File: src/rtl/mlpsig_pkg.sv
// Shared types and constants of the sigmoid MLP forward-pass unit.
// Holds the controller/datapath command and status structs and the sigmoid table.
// No dependencies.
package mlpsig_pkg;

    localparam logic [2:0] CFG_LCNT   = 3'd0;
    localparam logic [2:0] CFG_LSIZE0 = 3'd1;
    localparam logic [2:0] CFG_LSIZE1 = 3'd2;
    localparam logic [2:0] CFG_LSIZE2 = 3'd3;
    localparam logic [2:0] CFG_LSIZE3 = 3'd4;

    localparam logic FUNC_WEIGHT = 1'b0;
    localparam logic FUNC_INPUT  = 1'b1;

    localparam int ACT_W = 13;
    localparam int VAL_W = 16;

    typedef struct packed {
        logic       mac;
        logic       first;
        logic       last;
        logic       oload;
        logic       ofinal;
        logic       rd_out;
        logic [1:0] layer;
        logic [3:0] j;
        logic [3:0] k;
    } t_cmd;

    typedef struct packed {
        logic nrn_done;
        logic out_done;
    } t_sts;

    typedef logic [255:0][12:0] t_rom;

    function automatic logic [63:0] udiv64(input logic [63:0] num, input logic [63:0] den);
        logic [64:0] rem;
        logic [63:0] quo;
        rem = '0;
        quo = '0;
        for (int i = 63; i >= 0; i--) begin
            rem = {rem[63:0], num[i]};
            if (rem >= {1'b0, den}) begin
                rem = rem - {1'b0, den};
                quo[i] = 1'b1;
            end
        end
        return quo;
    endfunction

    function automatic logic [63:0] q62_mul(input logic [63:0] a, input logic [63:0] b);
        logic [127:0] p;
        p = {64'd0, a} * {64'd0, b};
        return p[125:62];
    endfunction

    function automatic t_rom build_sig_rom();
        t_rom        rom;
        logic [63:0] one;
        logic [63:0] step;
        logic [63:0] term;
        logic [63:0] e;
        logic [63:0] d;
        logic [63:0] q;
        one  = 64'd1 << 62;
        step = one;
        term = one;
        e    = one;
        rom  = '0;
        for (int n = 1; n <= 24; n++) begin
            term = udiv64(term, 64'(16 * n));
            if (n % 2 == 1) begin
                step = step - term;
            end else begin
                step = step + term;
            end
        end
        for (int m = 0; m <= 128; m++) begin
            d = (64'd1 << 40) + (e >> 22);
            q = (udiv64(64'd1 << 53, d) + 64'd1) >> 1;
            if (m <= 127) begin
                rom[128 + m] = q[12:0];
            end
            if (m >= 1) begin
                rom[128 - m] = 13'(64'd4096 - q);
            end
            e = q62_mul(e, step);
        end
        return rom;
    endfunction

    localparam t_rom SIG_ROM = build_sig_rom();

endpackage

File: src/rtl/mlpsig_ctrl.sv
// Sequencer of the MLP forward pass: configuration registers, layer/neuron/term
// counters and the state machine. Depends on mlpsig_pkg.
module mlpsig_ctrl #(
    parameter int MAX_LAYERS  = 4,
    parameter int MAX_NEURONS = 16
) (
    input  logic               i_clk,
    input  logic               i_rst_n,
    input  logic               i_cfg_we,
    input  logic [2:0]         i_cfg_idx,
    input  logic [4:0]         i_cfg_wdata,
    input  logic               i_start,
    output logic               o_idle,
    output mlpsig_pkg::t_cmd   o_cmd,
    input  mlpsig_pkg::t_sts   i_sts
);
    import mlpsig_pkg::*;

    localparam int CNT_MAX  = (MAX_LAYERS < 4) ? MAX_LAYERS : 4;
    localparam int SIZE_MAX = (MAX_NEURONS < 16) ? MAX_NEURONS : 16;

    localparam logic [2:0] S_IDLE = 3'd0;
    localparam logic [2:0] S_MAC  = 3'd1;
    localparam logic [2:0] S_WAIT = 3'd2;
    localparam logic [2:0] S_ORD  = 3'd3;
    localparam logic [2:0] S_OLD  = 3'd4;
    localparam logic [2:0] S_OWT  = 3'd5;

    logic [2:0]       r_state, n_state;
    logic [2:0]       r_lcnt;
    logic [3:0][4:0]  r_lsize;
    logic [1:0]       r_l, n_l;
    logic [3:0]       r_j, n_j;
    logic [3:0]       r_k, n_k;

    logic [2:0] cnt_eff;
    logic [4:0] np_eff, nj_eff, nout_eff;
    logic [1:0] l_out;
    logic       k_end, j_end, l_end, o_end;

    function automatic logic [4:0] size_eff(input logic [4:0] s);
        logic [4:0] r;
        r = s;
        if (r < 5'd1) r = 5'd1;
        if (r > 5'(SIZE_MAX)) r = 5'(SIZE_MAX);
        return r;
    endfunction

    always_comb begin
        cnt_eff = r_lcnt;
        if (cnt_eff < 3'd2) cnt_eff = 3'd2;
        if (cnt_eff > 3'(CNT_MAX)) cnt_eff = 3'(CNT_MAX);
    end

    assign l_out    = 2'(cnt_eff - 3'd1);
    assign np_eff   = size_eff(r_lsize[2'(r_l - 2'd1)]);
    assign nj_eff   = size_eff(r_lsize[r_l]);
    assign nout_eff = size_eff(r_lsize[l_out]);
    assign k_end    = ({1'b0, r_k} == np_eff - 5'd1);
    assign j_end    = ({1'b0, r_j} == nj_eff - 5'd1);
    assign l_end    = (r_l == l_out);
    assign o_end    = ({1'b0, r_j} == nout_eff - 5'd1);

    always_ff @(posedge i_clk) begin
        if (!i_rst_n) begin
            r_lcnt  <= 3'd3;
            r_lsize <= {4{5'd16}};
        end else if (i_cfg_we) begin
            case (i_cfg_idx)
                CFG_LCNT:   r_lcnt     <= i_cfg_wdata[2:0];
                CFG_LSIZE0: r_lsize[0] <= i_cfg_wdata;
                CFG_LSIZE1: r_lsize[1] <= i_cfg_wdata;
                CFG_LSIZE2: r_lsize[2] <= i_cfg_wdata;
                CFG_LSIZE3: r_lsize[3] <= i_cfg_wdata;
                default: ;
            endcase
        end
    end

    always_comb begin
        n_state = r_state;
        n_l     = r_l;
        n_j     = r_j;
        n_k     = r_k;
        case (r_state)
            S_IDLE: begin
                if (i_start) begin
                    n_state = S_MAC;
                    n_l     = 2'd1;
                    n_j     = '0;
                    n_k     = '0;
                end
            end
            S_MAC: begin
                if (k_end) begin
                    n_state = S_WAIT;
                end else begin
                    n_k = r_k + 4'd1;
                end
            end
            S_WAIT: begin
                if (i_sts.nrn_done) begin
                    n_k = '0;
                    if (!j_end) begin
                        n_j     = r_j + 4'd1;
                        n_state = S_MAC;
                    end else if (!l_end) begin
                        n_l     = r_l + 2'd1;
                        n_j     = '0;
                        n_state = S_MAC;
                    end else begin
                        n_j     = '0;
                        n_state = S_ORD;
                    end
                end
            end
            S_ORD: n_state = S_OLD;
            S_OLD: n_state = S_OWT;
            S_OWT: begin
                if (i_sts.out_done) begin
                    if (o_end) begin
                        n_state = S_IDLE;
                    end else begin
                        n_j     = r_j + 4'd1;
                        n_state = S_ORD;
                    end
                end
            end
            default: n_state = S_IDLE;
        endcase
    end

    always_ff @(posedge i_clk) begin
        if (!i_rst_n) begin
            r_state <= S_IDLE;
            r_l     <= '0;
            r_j     <= '0;
            r_k     <= '0;
        end else begin
            r_state <= n_state;
            r_l     <= n_l;
            r_j     <= n_j;
            r_k     <= n_k;
        end
    end

    assign o_idle = (r_state == S_IDLE);

    always_comb begin
        o_cmd        = '0;
        o_cmd.mac    = (r_state == S_MAC);
        o_cmd.first  = (r_k == 4'd0);
        o_cmd.last   = k_end;
        o_cmd.rd_out = (r_state == S_ORD);
        o_cmd.oload  = (r_state == S_OLD);
        o_cmd.ofinal = o_end;
        o_cmd.layer  = (r_state == S_ORD || r_state == S_OLD) ? l_out : r_l;
        o_cmd.j      = r_j;
        o_cmd.k      = r_k;
    end

endmodule

File: config.mk
export PLATFORM = sky130hd
export DESIGN_NAME = mlpsig_ctrl
export DESIGN_NICKNAME = d
export VERILOG_FILES = /design/src/rtl/mlpsig_pkg.sv /design/src/rtl/mlpsig_ctrl.sv
export SDC_FILE = /design/constraint.sdc
export NUM_CORES = 1
export LEC_CHECK = 0
export ABC_AREA = 1
export BUFFER_PORTS_ARGS = -buffer_cell sky130_fd_sc_hd__buf_2
export CAP_MARGIN = 20
export CORE_UTILIZATION = 45
export CTS_CLUSTER_SIZE = 24
export DETAILED_ROUTE_END_ITERATION = 16
export GPL_ROUTABILITY_DRIVEN = 1
export SLEW_MARGIN = 20
export SYNTH_ARGS = -nofsm -noshare
export SYNTH_HDL_FRONTEND = slang
export SYNTH_SLANG_ARGS = --single-unit
File: constraint.sdc
create_clock -name i_clk -period 4 [get_ports i_clk]
set_input_delay 0.4 -clock i_clk [delete_from_list [all_inputs] [get_ports i_clk]]
set_output_delay 0.4 -clock i_clk [all_outputs]
set_load 0.03 [all_outputs]
Word level (Yosys, flattened, before mapping):

Index checks and enable logic that the tools add are counted.

* multiplexer cells: 37
* reduce and logical (&&, ||, !) cells: 16
* magnitude comparators: 11
* eq/ne operators: 21
* add/subtract/negate cells: 8

Operators with widths (number)
* $mux W5: 9
* $bmux W5 S2: 3
* $mux W4: 7
* $pmux W4 S3: 2
* $mux W2: 9
* $pmux W3 S6: 1
* $eq A4 B5 Y1: 3
* $gt A5 B5 Y1 const B: 3
* $lt A5 B1 Y1 const B: 3
* $mux W3: 5
* $sub A5 B1 Y5 const B: 3
* $ne A2 B2 Y1 const B: 7
* $eq A3 B2 Y1 const B: 4
* $reduce_and A2 Y1: 5
* $reduce_and A5 Y1: 2
* $eq A3 B3 Y1 const B: 3
* $lt A2 B3 Y1 const B: 3
* $add A4 B1 Y4 const B: 2
* $reduce_and A4 Y1: 2
* $eq A3 B1 Y1 const B: 2
* $logic_not A3 Y1: 2
* $reduce_bool A3 Y1: 2
* $logic_not A4 Y1: 1
* $pmux W2 S2: 1
* 8 further kinds: 9

* logic and storage cells: 102
* output and inout bits: 17
* flip-flop bits (word level): 36

Logic depth before layout (Yosys ltp):

Gate-level depths: netlist of the first run.

* depth after elaboration: 16
* mapped depth: 23
* gate-level depth less buffers: 22

Worst setup path after synthesis of the first run:

Ideal clock, no wire load.

* path kind: reg2out
* from: register r_lcnt[2]
* to: output port o_cmd[11] (netlist name)
* data required time: 3.600 ns
* slack: 1.416 ns
* arrival time: 2.184 ns
* cell stages (with the launch flop): 19
* cell sequence: dfxtp_1 -> inv_2 -> nand3_2 -> nor2_1 -> nor2_2 -> nand3_1 -> o21ai_0 -> inv_1 -> nor2_1 -> inv_1 -> ha_1 -> xor2_1 -> nand2_1 -> nor2_1 -> nand2_1 -> nor2_1 -> nand2_1 -> inv_1 -> buf_4

* cells in the longest elaborated chain, start to end: 13

Ends and longest elaborated chain
* start: declaration: line mlpsig_ctrl.sv:30 `logic [2:0] r_lcnt;`
* start signal: assignment: line mlpsig_ctrl.sv:70 `CFG_LCNT: r_lcnt <= i_cfg_wdata[2:0];`
* $lt A3 B2 Y1: line mlpsig_ctrl.sv:51 `if (cnt_eff < 3'd2) cnt_eff = 3'd2;`
* $mux W3 *: line mlpsig_ctrl.sv:51
* $gt A3 B3 Y1: line mlpsig_ctrl.sv:52 `if (cnt_eff > 3'(CNT_MAX)) cnt_eff = 3'(CNT_MAX);`
* $mux W2 *: line mlpsig_ctrl.sv:52
* $sub A2 B1 Y2 *: line mlpsig_ctrl.sv:55 `assign l_out = 2'(cnt_eff - 3'd1);`
* $bmux W5 S2 *: line mlpsig_ctrl.sv:58 `assign nout_eff = size_eff(r_lsize[l_out]);`
* $mux W5 (implied by the code) *: line mlpsig_ctrl.sv:58
* $lt A5 B1 Y1: line mlpsig_ctrl.sv:44 `if (r < 5'd1) r = 5'd1;`
* $mux W5 *: line mlpsig_ctrl.sv:44
* $gt A5 B5 Y1: line mlpsig_ctrl.sv:45 `if (r > 5'(SIZE_MAX)) r = 5'(SIZE_MAX);`
* $mux W5 *: line mlpsig_ctrl.sv:45
* $sub A5 B1 Y5 *: line mlpsig_ctrl.sv:62 `assign o_end = ({1'b0, r_j} == nout_eff - 5'd1);`
* $eq A4 B5 Y1 *: line mlpsig_ctrl.sv:62
* end: declaration: line mlpsig_ctrl.sv:14 `output mlpsig_pkg::t_cmd o_cmd,`

Every way passes the cells marked *; elsewhere a longest branch is shown, timed or not. The select of a mux whose other input is x is not followed.

==> run_results.csv, run 1 <==
group,metric,value,unit
synthesis,synth.area.top_cells,"dfxtp_1 27%, nand2_1 15%, nor2_1 8.5%, inv_1 8.3%, o21ai_0 6.8%",
synthesis,syn_area,2660,um2
grt,gr-total-overflow,0,
grt,gr-usage-all-layers,24.5,%
cells_and_area,area.growth.synth_to_final,11.2,%
power,maximum_resistive_drop_on_vdd,0.000267,V
synthesis,async_flop_share,0,%
clock_tree,clock-root-buffer,"clkbuf_8",
timing,rsz_0062_raised_after_global_routing,"no",
floorplan,fp-row-count,27,
synthesis,ys_dominant_reg_cell,"dfxtp_1",
synthesis,synth-edff-count,0,
timing,relSlewSlack,63.0,%
clock_tree,numCtsBuffers,5,
grt,antenna_violations_before_repair,0,
min_path,hold_class,"primary input to flip-flop",
detailed_routing,drcViolationCount,0,
grt,grt_start_max_net_pins,27,
floorplan,starting_density_of_the_core,47.5,%
detailed_routing,route.vias.total,2760,
clock_tree,cts_resized,0,
setup_path,worstPathArrival,3.03,ns
cells_and_area,multiInputGateArea,1660,um2
synthesis,yosys.area.top_type_share,27.1,%
timing,time_the_worst_path_needs_with_i_o_delays_and_setup,3.43,ns
synthesis,yosysSeqAreaShare,27.1,%
synthesis,yosys_warnings,0,
detailed_routing,vias_per_cell,5.08,
clock_tree,max-clock-path-buffers,2,
synthesis,synth.largest_area_cell,"dfxtp_1",
run_status,status,"complete, no violations",
cells_and_area,mostFrequentLayoutCell,"nand2_1",
detailed_routing,antenna_nets_post_route,0,
setup_path,crit_path_end_kind,"output pin",
timing,fin_worst_skew,0.00606,ns
timing,fmax,0.292,GHz
clock_tree,cts_setup_buffers,0,
timing,setup_violations,0,
timing,final_min_period_over_clock_period,85.7,%
detailed_routing,routedWlPerCell,12.7,um
power,power-per-cell-area,588,nW/um2
timing,timing_max_transition_violations_final,0,
floorplan,chipHeight,78.9,um
grt,first_global_vias,2446,
timing,timing_worst_slew_pin_value,0.551,ns
setup_path,critPathKind,"flip-flop to output pin",
timing,hold_viol_final,0,
cells_and_area,nNetsFinal,490,
detailed_routing,final_wl,6.89,mm
placed_design,placedCellCount,535,
synthesis,mean_cell_area_of_the_mapped_netlist,6.07,um2
floorplan,io_pins,31,
placed_design,global_placement_routability_congestion,0.888,
setup_path,startpoint_type,"flip-flop",
placed_design,hpwlAfterDp,5.46,mm
setup_path,worst_path_largest_cell_delay,0.66,ns
cells_and_area,sequential_cell_area,721,um2
synthesis,ys_types,35,
synthesis,number_of_synthesized_register_bits,36,
clock_tree,total_number_of_clock_tree_sinks,36,
placed_design,buffer_ports.inserted,30,
cells_and_area,final_cell_count_no_fill,543,
floorplan,design.core.area,5610,um2
run,maxCapViolations,0,
cells_and_area,n_antenna_cell,0,
setup_path,worst_path_max_delay_cell,"dfxtp_1",
setup_path,critical_path_fanout_max,8,
detailed_routing,initialDrtViolationCount,206,
power,p_leak,1.46,nW
setup_path,timing.critical_path.required,3.60,ns
clock_tree,tritoncts,"yes",
clock_tree,clkSlewWorstSetupHoldPaths,0.08,ns
cells_and_area,nFillCells,593,
grt,grt_pass1_wl,11.8,mm
setup_path,path_cells,"inv_2 -> nand2_1 -> o21ai_1 -> nor2_1 -> nand3_1 -> nand2_2 -> nand2_2 -> ha_1 -> xnor2_1 -> a21oi_1 -> nand2_1 -> nor2_1 -> nand2_2 -> nor2_2 -> buf_2",
clock_tree,insertion_delay,0.29,ns
setup_path,path_common_cell,"nand2_2",
detailed_routing,detailedRoute.firstPassIterationCount,5,
cells_and_area,final_cell_mix,"106 x nand2_1, 60 x nor2_1, 59 x inv_1, 36 x o21ai_0, 36 x dfxtp_1",
floorplan,die-width,78.9,um
clock_tree,cts-hold-fix-buffers,0,
synthesis,syn_nets,459,
timing,final.setup.tns,0,ns
floorplan,die_outline_area,6230,um2
synthesis,synth_cells,439,
clock_tree,cts_max_level,2,
cells_and_area,post_route_cells_drive_above_1_share,15.9,%
[synthesized netlist by cell type (3+ instances only)]
master / n
nand2_1: 106
nor2_1: 60
inv_1: 59
dfxtp_1: 36
o21ai_0: 36
nand3_1: 32
a21oi_1: 30
o21ai_1: 9
nor2_2: 8
inv_2: 7
ha_1: 6
nand2_2: 6
xor2_1: 6
buf_4: 3
clkbuf_1: 3
nand3_2: 3
nand4_1: 3
o211ai_1: 3
[final timing paths]
path	from	to	slack [ns]	cells past startpoint
max	r_l[0]$_SDFFE_PN0P_	o_cmd[13]	0.57	15
max reg2reg	r_l[0]$_SDFFE_PN0P_	r_state[1]$_SDFFE_PN0P_	0.87	18
min	i_cfg_wdata[4]	r_lsize[9]$_SDFFE_PN1P_	0.37	3
min reg2reg	r_lsize[3]$_SDFFE_PN0P_	r_lsize[3]$_SDFFE_PN0P_	0.49	2
[metal layers]
| layer | share of wire (%) | GRT usage, % | wire [um] | vias to the layer above |
|---|---|---|---|---|
| li1 | - | - | - | 1468 |
| met1 | 50 | 34.0 | 3420 | 1228 |
| met2 | 46 | 39.5 | 3150 | 56 |
| met3 | 3.3 | 3.79 | 229 | 8 |
| met4 | 1.3 | 6.36 | 88 | 0 |
| met5 | 0 | 0 | 0 | - |
[registers in the layout (all words and copies together) (netlist names)]
| name | flops |
|---|---|
| r_j | 4 |
| r_k | 4 |
| r_l | 2 |
| r_lcnt | 3 |
| r_lsize | 20 |
| r_state | 3 |
[area by class of cell]
| type | instances | area share, % |
|---|---|---|
| multi-input combinational | 330 | 55.9 |
| sequential | 36 | 24.3 |
| inverter | 67 | 8.49 |
| timing repair buffer | 30 | 5.07 |
| tap | 72 | 3.04 |
| clock buffer | 6 | 2.79 |
| clock inverter | 2 | 0.338 |
[critical path: cells and delay by family (launching register included)]
kind	cells	cell delay, ns
AO/OA/AOI/OAI	2	0.21
flip-flops	1	0.66
XOR/XNOR	1	0.13
AND/OR/NAND/NOR	9	1.10
adder cells (fa/ha/maj)	1	0.31
buffers and inverters	2	0.33
[cell families (layout without fill, tap and decap cells)]
logic type,after synthesis,in the layout,synth area share [%]
adders and majority gates,6,6,2.82
xor gates and xnor gates,7,7,2.30
and+or+nand+nor,230,230,39.2
AOI/OAI and AO/OA,87,87,17.9
DFF,36,36,27.1
buffers and inverters,73,105,10.7
[power by group]
| group | total (mW) | internal [mW] | switching [mW] |
|---|---|---|---|
| registers | 0.482 | 0.400 | 0.0822 |
| clock network | 0.273 | 0.138 | 0.135 |
| logic | 0.987 | 0.332 | 0.655 |
[metrics by stage]
step	worst slack (ns)	hold slack [ns]	instance area, um2	utilization, %	power [mW]
5_1_grt	0.335	0.388	2960	52.8	1.91
3_5_place_dp	0.924	0.479	2870	51.2	1.47
2_1_floorplan	1.42	0.445	2660	-	1.27
4_1_cts	0.591	0.369	2960	52.8	1.74
6_report	0.574	0.368	2960	52.8	1.74
3_3_place_gp	0.892	0.466	2870	51.2	1.46
No activity file was read; power rests on OpenSTA's default activity.
==> inputs of run 2 (changes only) <==
--- a/config.mk
+++ b/config.mk
@@ -5,7 +5,6 @@
 export SDC_FILE = /design/constraint.sdc
 export NUM_CORES = 1
 export LEC_CHECK = 0
-export ABC_AREA = 1
 export BUFFER_PORTS_ARGS = -buffer_cell sky130_fd_sc_hd__buf_2
 export CAP_MARGIN = 20
 export CORE_UTILIZATION = 45
==> run 2 against run 1 <==
Maximum frequency fell by 9.5%; critical path type unchanged; critical path depth fell by 4; hold slack improved by 0.023 ns; first-iteration DRC count fell by 46%; largest power group is now sequential cells; final cell count fell by 28%; largest cell class unchanged; sequential share of layout area rose by 0.45 points.
==> run_results.csv, run 2 <==
group,metric,value,unit
run_status,status,"complete, no violations",
min_path,beginning_of_the_worst_hold_path,"i_cfg_wdata[3]",
floorplan,io_pins,31,
cells_and_area,final_area,2920,um2
grt,gr-usage-all-layers,21.5,%
timing,timing_max_transition_violations_final,0,
clock_tree,cts_max_level,2,
timing,hold_viol_final,0,
power,p_int,0.587,mW
synthesis,yosysSeqAreaShare,27.2,%
cells_and_area,mostFrequentLayoutCell,"dfxtp_1",
power,p_leak,1.17,nW
power,comb_power_share,25.0,%
cells_and_area,top_regs,"r_lsize (20), r_j (4), r_k (4)",
grt,grt_pass1_wl,10.4,mm
detailed_routing,routedWlPerCell,15.8,um
synthesis,synthMuxAreaShare,20.6,%
cells_and_area,post_route_cells_drive_above_1_share,20.6,%
setup_path,critical_path_fanout_max,10,
min_path,worst_hold_path.num_cells,3,
run,maxCapViolations,0,
floorplan,die_outline_area,6190,um2
setup_path,timing.critical_path.required,3.60,ns
power,seq_power_share,46.1,%
clock_tree,insertion_delay,0.29,ns
grt,antenna_violations_before_repair,0,
timing,final.setup.tns,0,ns
power,clock_power_share,28.9,%
setup_path,crit_path_end_kind,"output pin",
synthesis,syn_area,2650,um2
clock_tree,cts-hold-fix-buffers,0,
clock_tree,clkSlewWorstSetupHoldPaths,0.08,ns
setup_path,timing.reg2reg.setup_slack,0.60,ns
grt,first_global_vias,2144,
synthesis,mean_cell_area_of_the_mapped_netlist,8.88,um2
timing,relSlewSlack,25.9,%
power,switching_share,33.7,%
floorplan,fp-row-count,27,
synthesis,yosys.area.top_type_share,27.2,%
timing,final_min_period_over_clock_period,94.6,%
setup_path,worstPathArrival,3.39,ns
synthesis,yosysMostFrequentCell,"dfxtp_1",
synthesis,ys_types,60,
synthesis,synth-edff-count,0,
placed_design,hpwlAfterDp,4.69,mm
floorplan,starting_density_of_the_core,47.5,%
placed_design,buffer_ports.inserted,30,
grt,grt_start_max_net_pins,23,
synthesis,ys_dominant_reg_cell,"dfxtp_1",
synthesis,synth.area.top_cells,"dfxtp_1 27%, mux2i_1 11%, mux4_1 5.0%, nor2_1 3.8%, nor2b_1 3.1%",
floorplan,chipHeight,78.7,um
timing,setup_violations,0,
synthesis,synth_simple_gate_area_share,26.0,%
cells_and_area,n_antenna_cell,0,
min_path,hold_class,"primary input to flip-flop",
power,net-switching-power,0.298,mW
cells_and_area,nFillCells,561,
placed_design,global_placement_routability_congestion,0.807,
detailed_routing,drcViolationCount,0,
synthesis,synth_xor_area_share,2.32,%
synthesis,combinational_family_with_the_most_area_after_synthesis,"simple AND/OR/NAND/NOR gates",
grt,gr-total-overflow,0,
synthesis,synthTopCellsByCount,"36 x dfxtp_1, 30 x mux2i_1, 27 x nor2_1",
timing,timing_worst_slew_pin_value,1.10,ns
synthesis,syn_nets,318,
clock_tree,cts_resized,0,
setup_path,critPathKind,"flip-flop to output pin",
cells_and_area,number_of_flip_flops_in_the_largest_register,20,
synthesis,synth_cells,298,
cells_and_area,regMostFlops,"r_lsize",
min_path,timing.hold.worst_endpoint,"r_lsize[3]$_SDFFE_PN0P_",
synthesis,yosys_warnings,0,
clock_tree,tritoncts,"yes",
timing,time_the_worst_path_needs_with_i_o_delays_and_setup,3.79,ns
placed_design,dpl-instance-area,2820,um2
clock_tree,clock-root-buffer,"clkbuf_8",
setup_path,cp-startpoint,"r_lcnt[0]$_SDFFE_PN1P_",
detailed_routing,final_wl,6.20,mm
detailed_routing,route.vias.total,2285,
detailed_routing,antenna_nets_post_route,0,
timing,fin_worst_skew,0.00854,ns
clock_tree,max-clock-path-buffers,2,
power,maximum_resistive_drop_on_vdd,0.000176,V
synthesis,number_of_synthesized_register_bits,36,
timing,fmax,0.264,GHz
setup_path,startpoint_type,"flip-flop",
synthesis,fraction_of_the_mapped_netlist_area_in_compound_gates,16.2,%
clock_tree,total_number_of_clock_tree_sinks,36,
detailed_routing,initialDrtViolationCount,111,
synthesis,synth_fa_ha_area_share,2.84,%
setup_path,depth_of_the_worst_register_to_register_path,11,
cells_and_area,area.growth.synth_to_final,10.4,%
timing,rsz_0062_raised_after_global_routing,"no",
floorplan,design.core.area,5570,um2
clock_tree,numCtsBuffers,5,
detailed_routing,vias_per_cell,5.81,
detailed_routing,detailedRoute.firstPassIterationCount,4,
clock_tree,cts_setup_buffers,0,
synthesis,synth.largest_area_cell,"dfxtp_1",
power,power-per-cell-area,303,nW/um2
floorplan,die-width,78.7,um
setup_path,worst_r2r_startpoint,"r_lcnt[0]$_SDFFE_PN1P_",
synthesis,async_flop_share,0,%
cells_and_area,final_cell_mix,"33 x dfxtp_1, 30 x mux2i_1, 30 x buf_2, 27 x nor2_1, 20 x nand2_1",
cells_and_area,nNetsFinal,340,
setup_path,reg2reg_to,"r_j[3]$_SDFFE_PN0P_",
run 2: cell count changes in the layout (fill, tap and decap cells not counted), moves of 10 or more:
cell | before | now
nor2b_1 | 0 | 13
a21oi_1 | 30 | 10
inv_1 | 59 | 6
mux2i_1 | 0 | 30
nor3_1 | 1 | 11
o21ai_0 | 36 | 9
nand3_1 | 32 | 7
nand2_1 | 106 | 20
nor2_1 | 60 | 27
run 2: cells by family (layout without fill, tap and decap cells):
logic type	after synthesis	in the layout
flip-flops	36	36
multiplexers	42	42
adder cells (fa/ha/maj)	6	6
buffers and inverters	26	49
AO/OA/AOI/OAI	58	58
AND/OR/NAND/NOR	123	123
XOR/XNOR	7	7
run 2: power groups by stage:
| stage | Clock (mW) | Combinational, mW | Sequential, mW |
|---|---|---|---|
| 2_1_floorplan | 0 | 0.177 | 0.404 |
| 3_3_place_gp | 0 | 0.221 | 0.415 |
| 3_5_place_dp | 0 | 0.221 | 0.416 |
| 4_1_cts | 0.265 | 0.222 | 0.407 |
| 5_1_grt | 0.278 | 0.243 | 0.412 |
| 6_report | 0.255 | 0.221 | 0.408 |
run 2: stage by stage:
step | utilization [%] | hold WS, ns | total power, mW | std cells | setup WS (ns)
CTS | 52.1 | 0.388 | 0.895 | 393 | 0.0155
global route | 52.4 | 0.411 | 0.933 | 393 | 0.00299
global placement | 50.6 | 0.465 | 0.636 | 385 | 0.408
detailed placement | 50.6 | 0.469 | 0.637 | 385 | 0.342
floorplan | - | 0.441 | 0.581 | 298 | 0.576
finish | 52.4 | 0.392 | 0.885 | 393 | 0.214
run 2: how the worst max path moves through the flow:
stage	to	cells after the start	slack [ns]
after global routing	o_cmd[11]	11	0.003
after detailed placement	o_cmd[11]	11	0.34
after floorplan	o_cmd[11]	12	0.58
after global placement	o_cmd[11]	11	0.41
final	o_cmd[11]	11	0.21
after CTS	o_cmd[11]	11	0.02
run 2: routing by layer:
layer,up-vias,track usage [%],routed length (um)
li1,1147,-,-
met1,1096,29.0,3050
met2,36,34.9,2860
met3,6,4.07,224
met4,0,5.37,68
met5,-,0,0
run 2: worst max-delay path, cell delays in order, from the launching register on:
cell and delay, ns:
dfxtp_2 0.42, nand2_1 0.17, a311o_1 0.44, nand3b_1 0.18
a21o_1 0.19, ha_1 0.29, xor2_1 0.15, or4b_2 0.61
a2bb2oi_2 0.23, nand3_1 0.13, inv_1 0.08, buf_2 0.19
run 2: area by class of cell:
cell class / instances / area, um2 / area share, %
clock buffer: 5 / 68.8 / 2.35
clock inverter: 3 / 18.8 / 0.642
inverter: 6 / 22.5 / 0.771
multi-input combinational: 236 / 1810 / 61.9
sequential: 36 / 724 / 24.8
tap: 72 / 90.1 / 3.08
timing repair buffer: 35 / 188 / 6.42
==> inputs of run 3 (changes only) <==
==> constraint.sdc (replaced) <==
create_clock -name i_clk -period 4.74 [get_ports i_clk]
set_input_delay 0.474 -clock i_clk [delete_from_list [all_inputs] [get_ports i_clk]]
set_output_delay 0.474 -clock i_clk [all_outputs]
set_load 0.03 [all_outputs]
==> run 3 against run 2 <==
Register-to-register slack improved by 0.44 ns; utilization fell by 0.25 points; global-route usage rose by 0.38 points; hold slack improved by 0.076 ns; critical path type unchanged; largest power group unchanged; highest routed layer unchanged.
==> run_results.csv, run 3 (synthesis results as in run 2) <==
group,metric,value,unit
detailed_routing,routedWlPerCell,16.1,um
setup_path,critPathKind,"flip-flop to output pin",
setup_path,worst_path_largest_cell_delay,0.60,ns
timing,final.setup.tns,0,ns
timing,timing_worst_slew_pin_value,0.702,ns
clock_tree,cts_max_level,2,
clock_tree,insertion_delay,0.29,ns
clock_tree,cts_setup_buffers,0,
clock_tree,clock-root-buffer,"clkbuf_8",
floorplan,starting_density_of_the_core,47.5,%
placed_design,global_placement_routability_congestion,0.839,
cells_and_area,post-route-util,52.2,%
min_path,beginning_of_the_worst_hold_path,"i_cfg_wdata[0]",
floorplan,die_outline_area,6190,um2
clock_tree,clkSlewWorstSetupHoldPaths,0.08,ns
grt,gr-usage-all-layers,21.8,%
detailed_routing,drcViolationCount,0,
setup_path,cp-startpoint,"r_lcnt[2]$_SDFFE_PN0P_",
timing,timing_max_transition_violations_final,0,
cells_and_area,regMostFlops,"r_lsize",
floorplan,chipHeight,78.7,um
cells_and_area,top_regs,"r_lsize (20), r_j (4), r_k (4)",
timing,hold_viol_final,0,
grt,antenna_violations_before_repair,0,
clock_tree,cts-hold-fix-buffers,0,
timing,rsz_0062_raised_after_global_routing,"no",
cells_and_area,nNetsFinal,338,
clock_tree,tritoncts,"yes",
placed_design,hpwlAfterDp,4.58,mm
timing,fmax,0.241,GHz
setup_path,crit_path_end_kind,"output pin",
floorplan,io_pins,31,
floorplan,die-width,78.7,um
setup_path,worst_path_max_delay_cell,"or4b_2",
setup_path,startpoint_type,"flip-flop",
placed_design,buffer_ports.inserted,30,
power,p_leak,1.16,nW
detailed_routing,route.vias.total,2305,
grt,gr-total-overflow,0,
cells_and_area,n_antenna_cell,0,
detailed_routing,initialDrtViolationCount,115,
floorplan,fp-row-count,27,
power,power-per-cell-area,264,nW/um2
cells_and_area,number_of_flip_flops_in_the_largest_register,20,
setup_path,worst_r2r_startpoint,"r_lcnt[2]$_SDFFE_PN0P_",
cells_and_area,mostFrequentLayoutCell,"dfxtp_1",
timing,relSlewSlack,53.2,%
placed_design,placedCellCount,383,
timing,time_the_worst_path_needs_with_i_o_delays_and_setup,4.15,ns
min_path,hold_class,"primary input to flip-flop",
run,maxCapViolations,0,
detailed_routing,detailedRoute.firstPassIterationCount,4,
cells_and_area,post_route_cells_drive_above_1_share,18.8,%
setup_path,path_cells,"inv_1 -> a311oi_1 -> buf_4 -> nand3b_1 -> a21o_1 -> ha_1 -> xor2_1 -> or4b_2 -> a2bb2oi_1 -> nand3_1 -> inv_1 -> buf_2",
clock_tree,total_number_of_clock_tree_sinks,36,
setup_path,critical-path-top-delay-family,"compound AO/OA/AOI/OAI gates",
cells_and_area,final_cell_count_no_fill,391,
clock_tree,numCtsBuffers,5,
power,maximum_resistive_drop_on_vdd,0.000142,V
clock_tree,max-clock-path-buffers,2,
cells_and_area,area.growth.synth_to_final,9.93,%
setup_path,worstPathArrival,3.68,ns
clock_tree,cts_resized,0,
cells_and_area,final_cell_mix,"36 x dfxtp_1, 30 x mux2i_1, 30 x buf_2, 27 x nor2_1, 20 x nand2_1",
detailed_routing,antenna_nets_post_route,0,
setup_path,path_common_cell,"inv_1",
grt,grt_start_max_net_pins,23,
power,total_power,0.767,mW
detailed_routing,final_wl,6.31,mm
detailed_routing,vias_per_cell,5.90,
run_status,status,"complete, no violations",
timing,final_min_period_over_clock_period,87.6,%
setup_path,buf_inv_stages_crit_path,4,
floorplan,design.core.area,5570,um2
timing,setup_violations,0,
timing,hold_ws,0.467,ns
setup_path,critical_path_fanout_max,13,
cells_and_area,nFillCells,552,
setup_path,timing.critical_path.required,4.27,ns
grt,grt_pass1_wl,10.5,mm
timing,fin_worst_skew,0.00972,ns
grt,first_global_vias,2052,
## run 3: path summary, 6_finish.rpt
kind | slack [ns] | cells after the start | to
worst max-delay path | 0.59 | 12 | o_cmd[11]
worst min-delay path | 0.47 | 3 | r_lcnt[0]$_SDFFE_PN1P_
worst max register to register | 1.04 | 12 | r_j[3]$_SDFFE_PN0P_
worst min register to register | 0.48 | 2 | r_lsize[4]$_SDFFE_PN1P_
## run 3: per-stage QoR
stage	area, um2	setup WS, ns
after CTS	2900	0.356
after global routing	2910	0.248
after floorplan	2650	1.24
final	2910	0.586
after detailed placement	2800	0.696
after global placement	2800	0.837
## run 3: final cells by class
class	instances	area (um2)	area share (%)
timing repair buffer	33	173	5.94
clock buffer	7	86.3	2.97
inverter	6	22.5	0.774
clock inverter	1	7.51	0.258
sequential	36	721	24.8
multi-input combinational	236	1810	62.2
tap	72	90.1	3.10
## run 3: report_power, final
group          internal [mW]  switching, mW  total [mW]
Sequential             0.316         0.0286       0.344
Clock                  0.118          0.116       0.234
Combinational         0.0760          0.112       0.188
## run 3: layer usage
layer | share of wire, % | vias to the layer above | track usage [%]
met5 | 0 | - | 0
met4 | 0.95 | 0 | 5.37
met3 | 3.2 | 5 | 3.84
met2 | 45 | 36 | 32.7
met1 | 51 | 1120 | 32.0
li1 | - | 1144 | -
## run 3: worst min-delay path, stage by stage
cell	delay [ns]
buf_2	0.13
mux2i_1	0.08
nand2_1	0.06
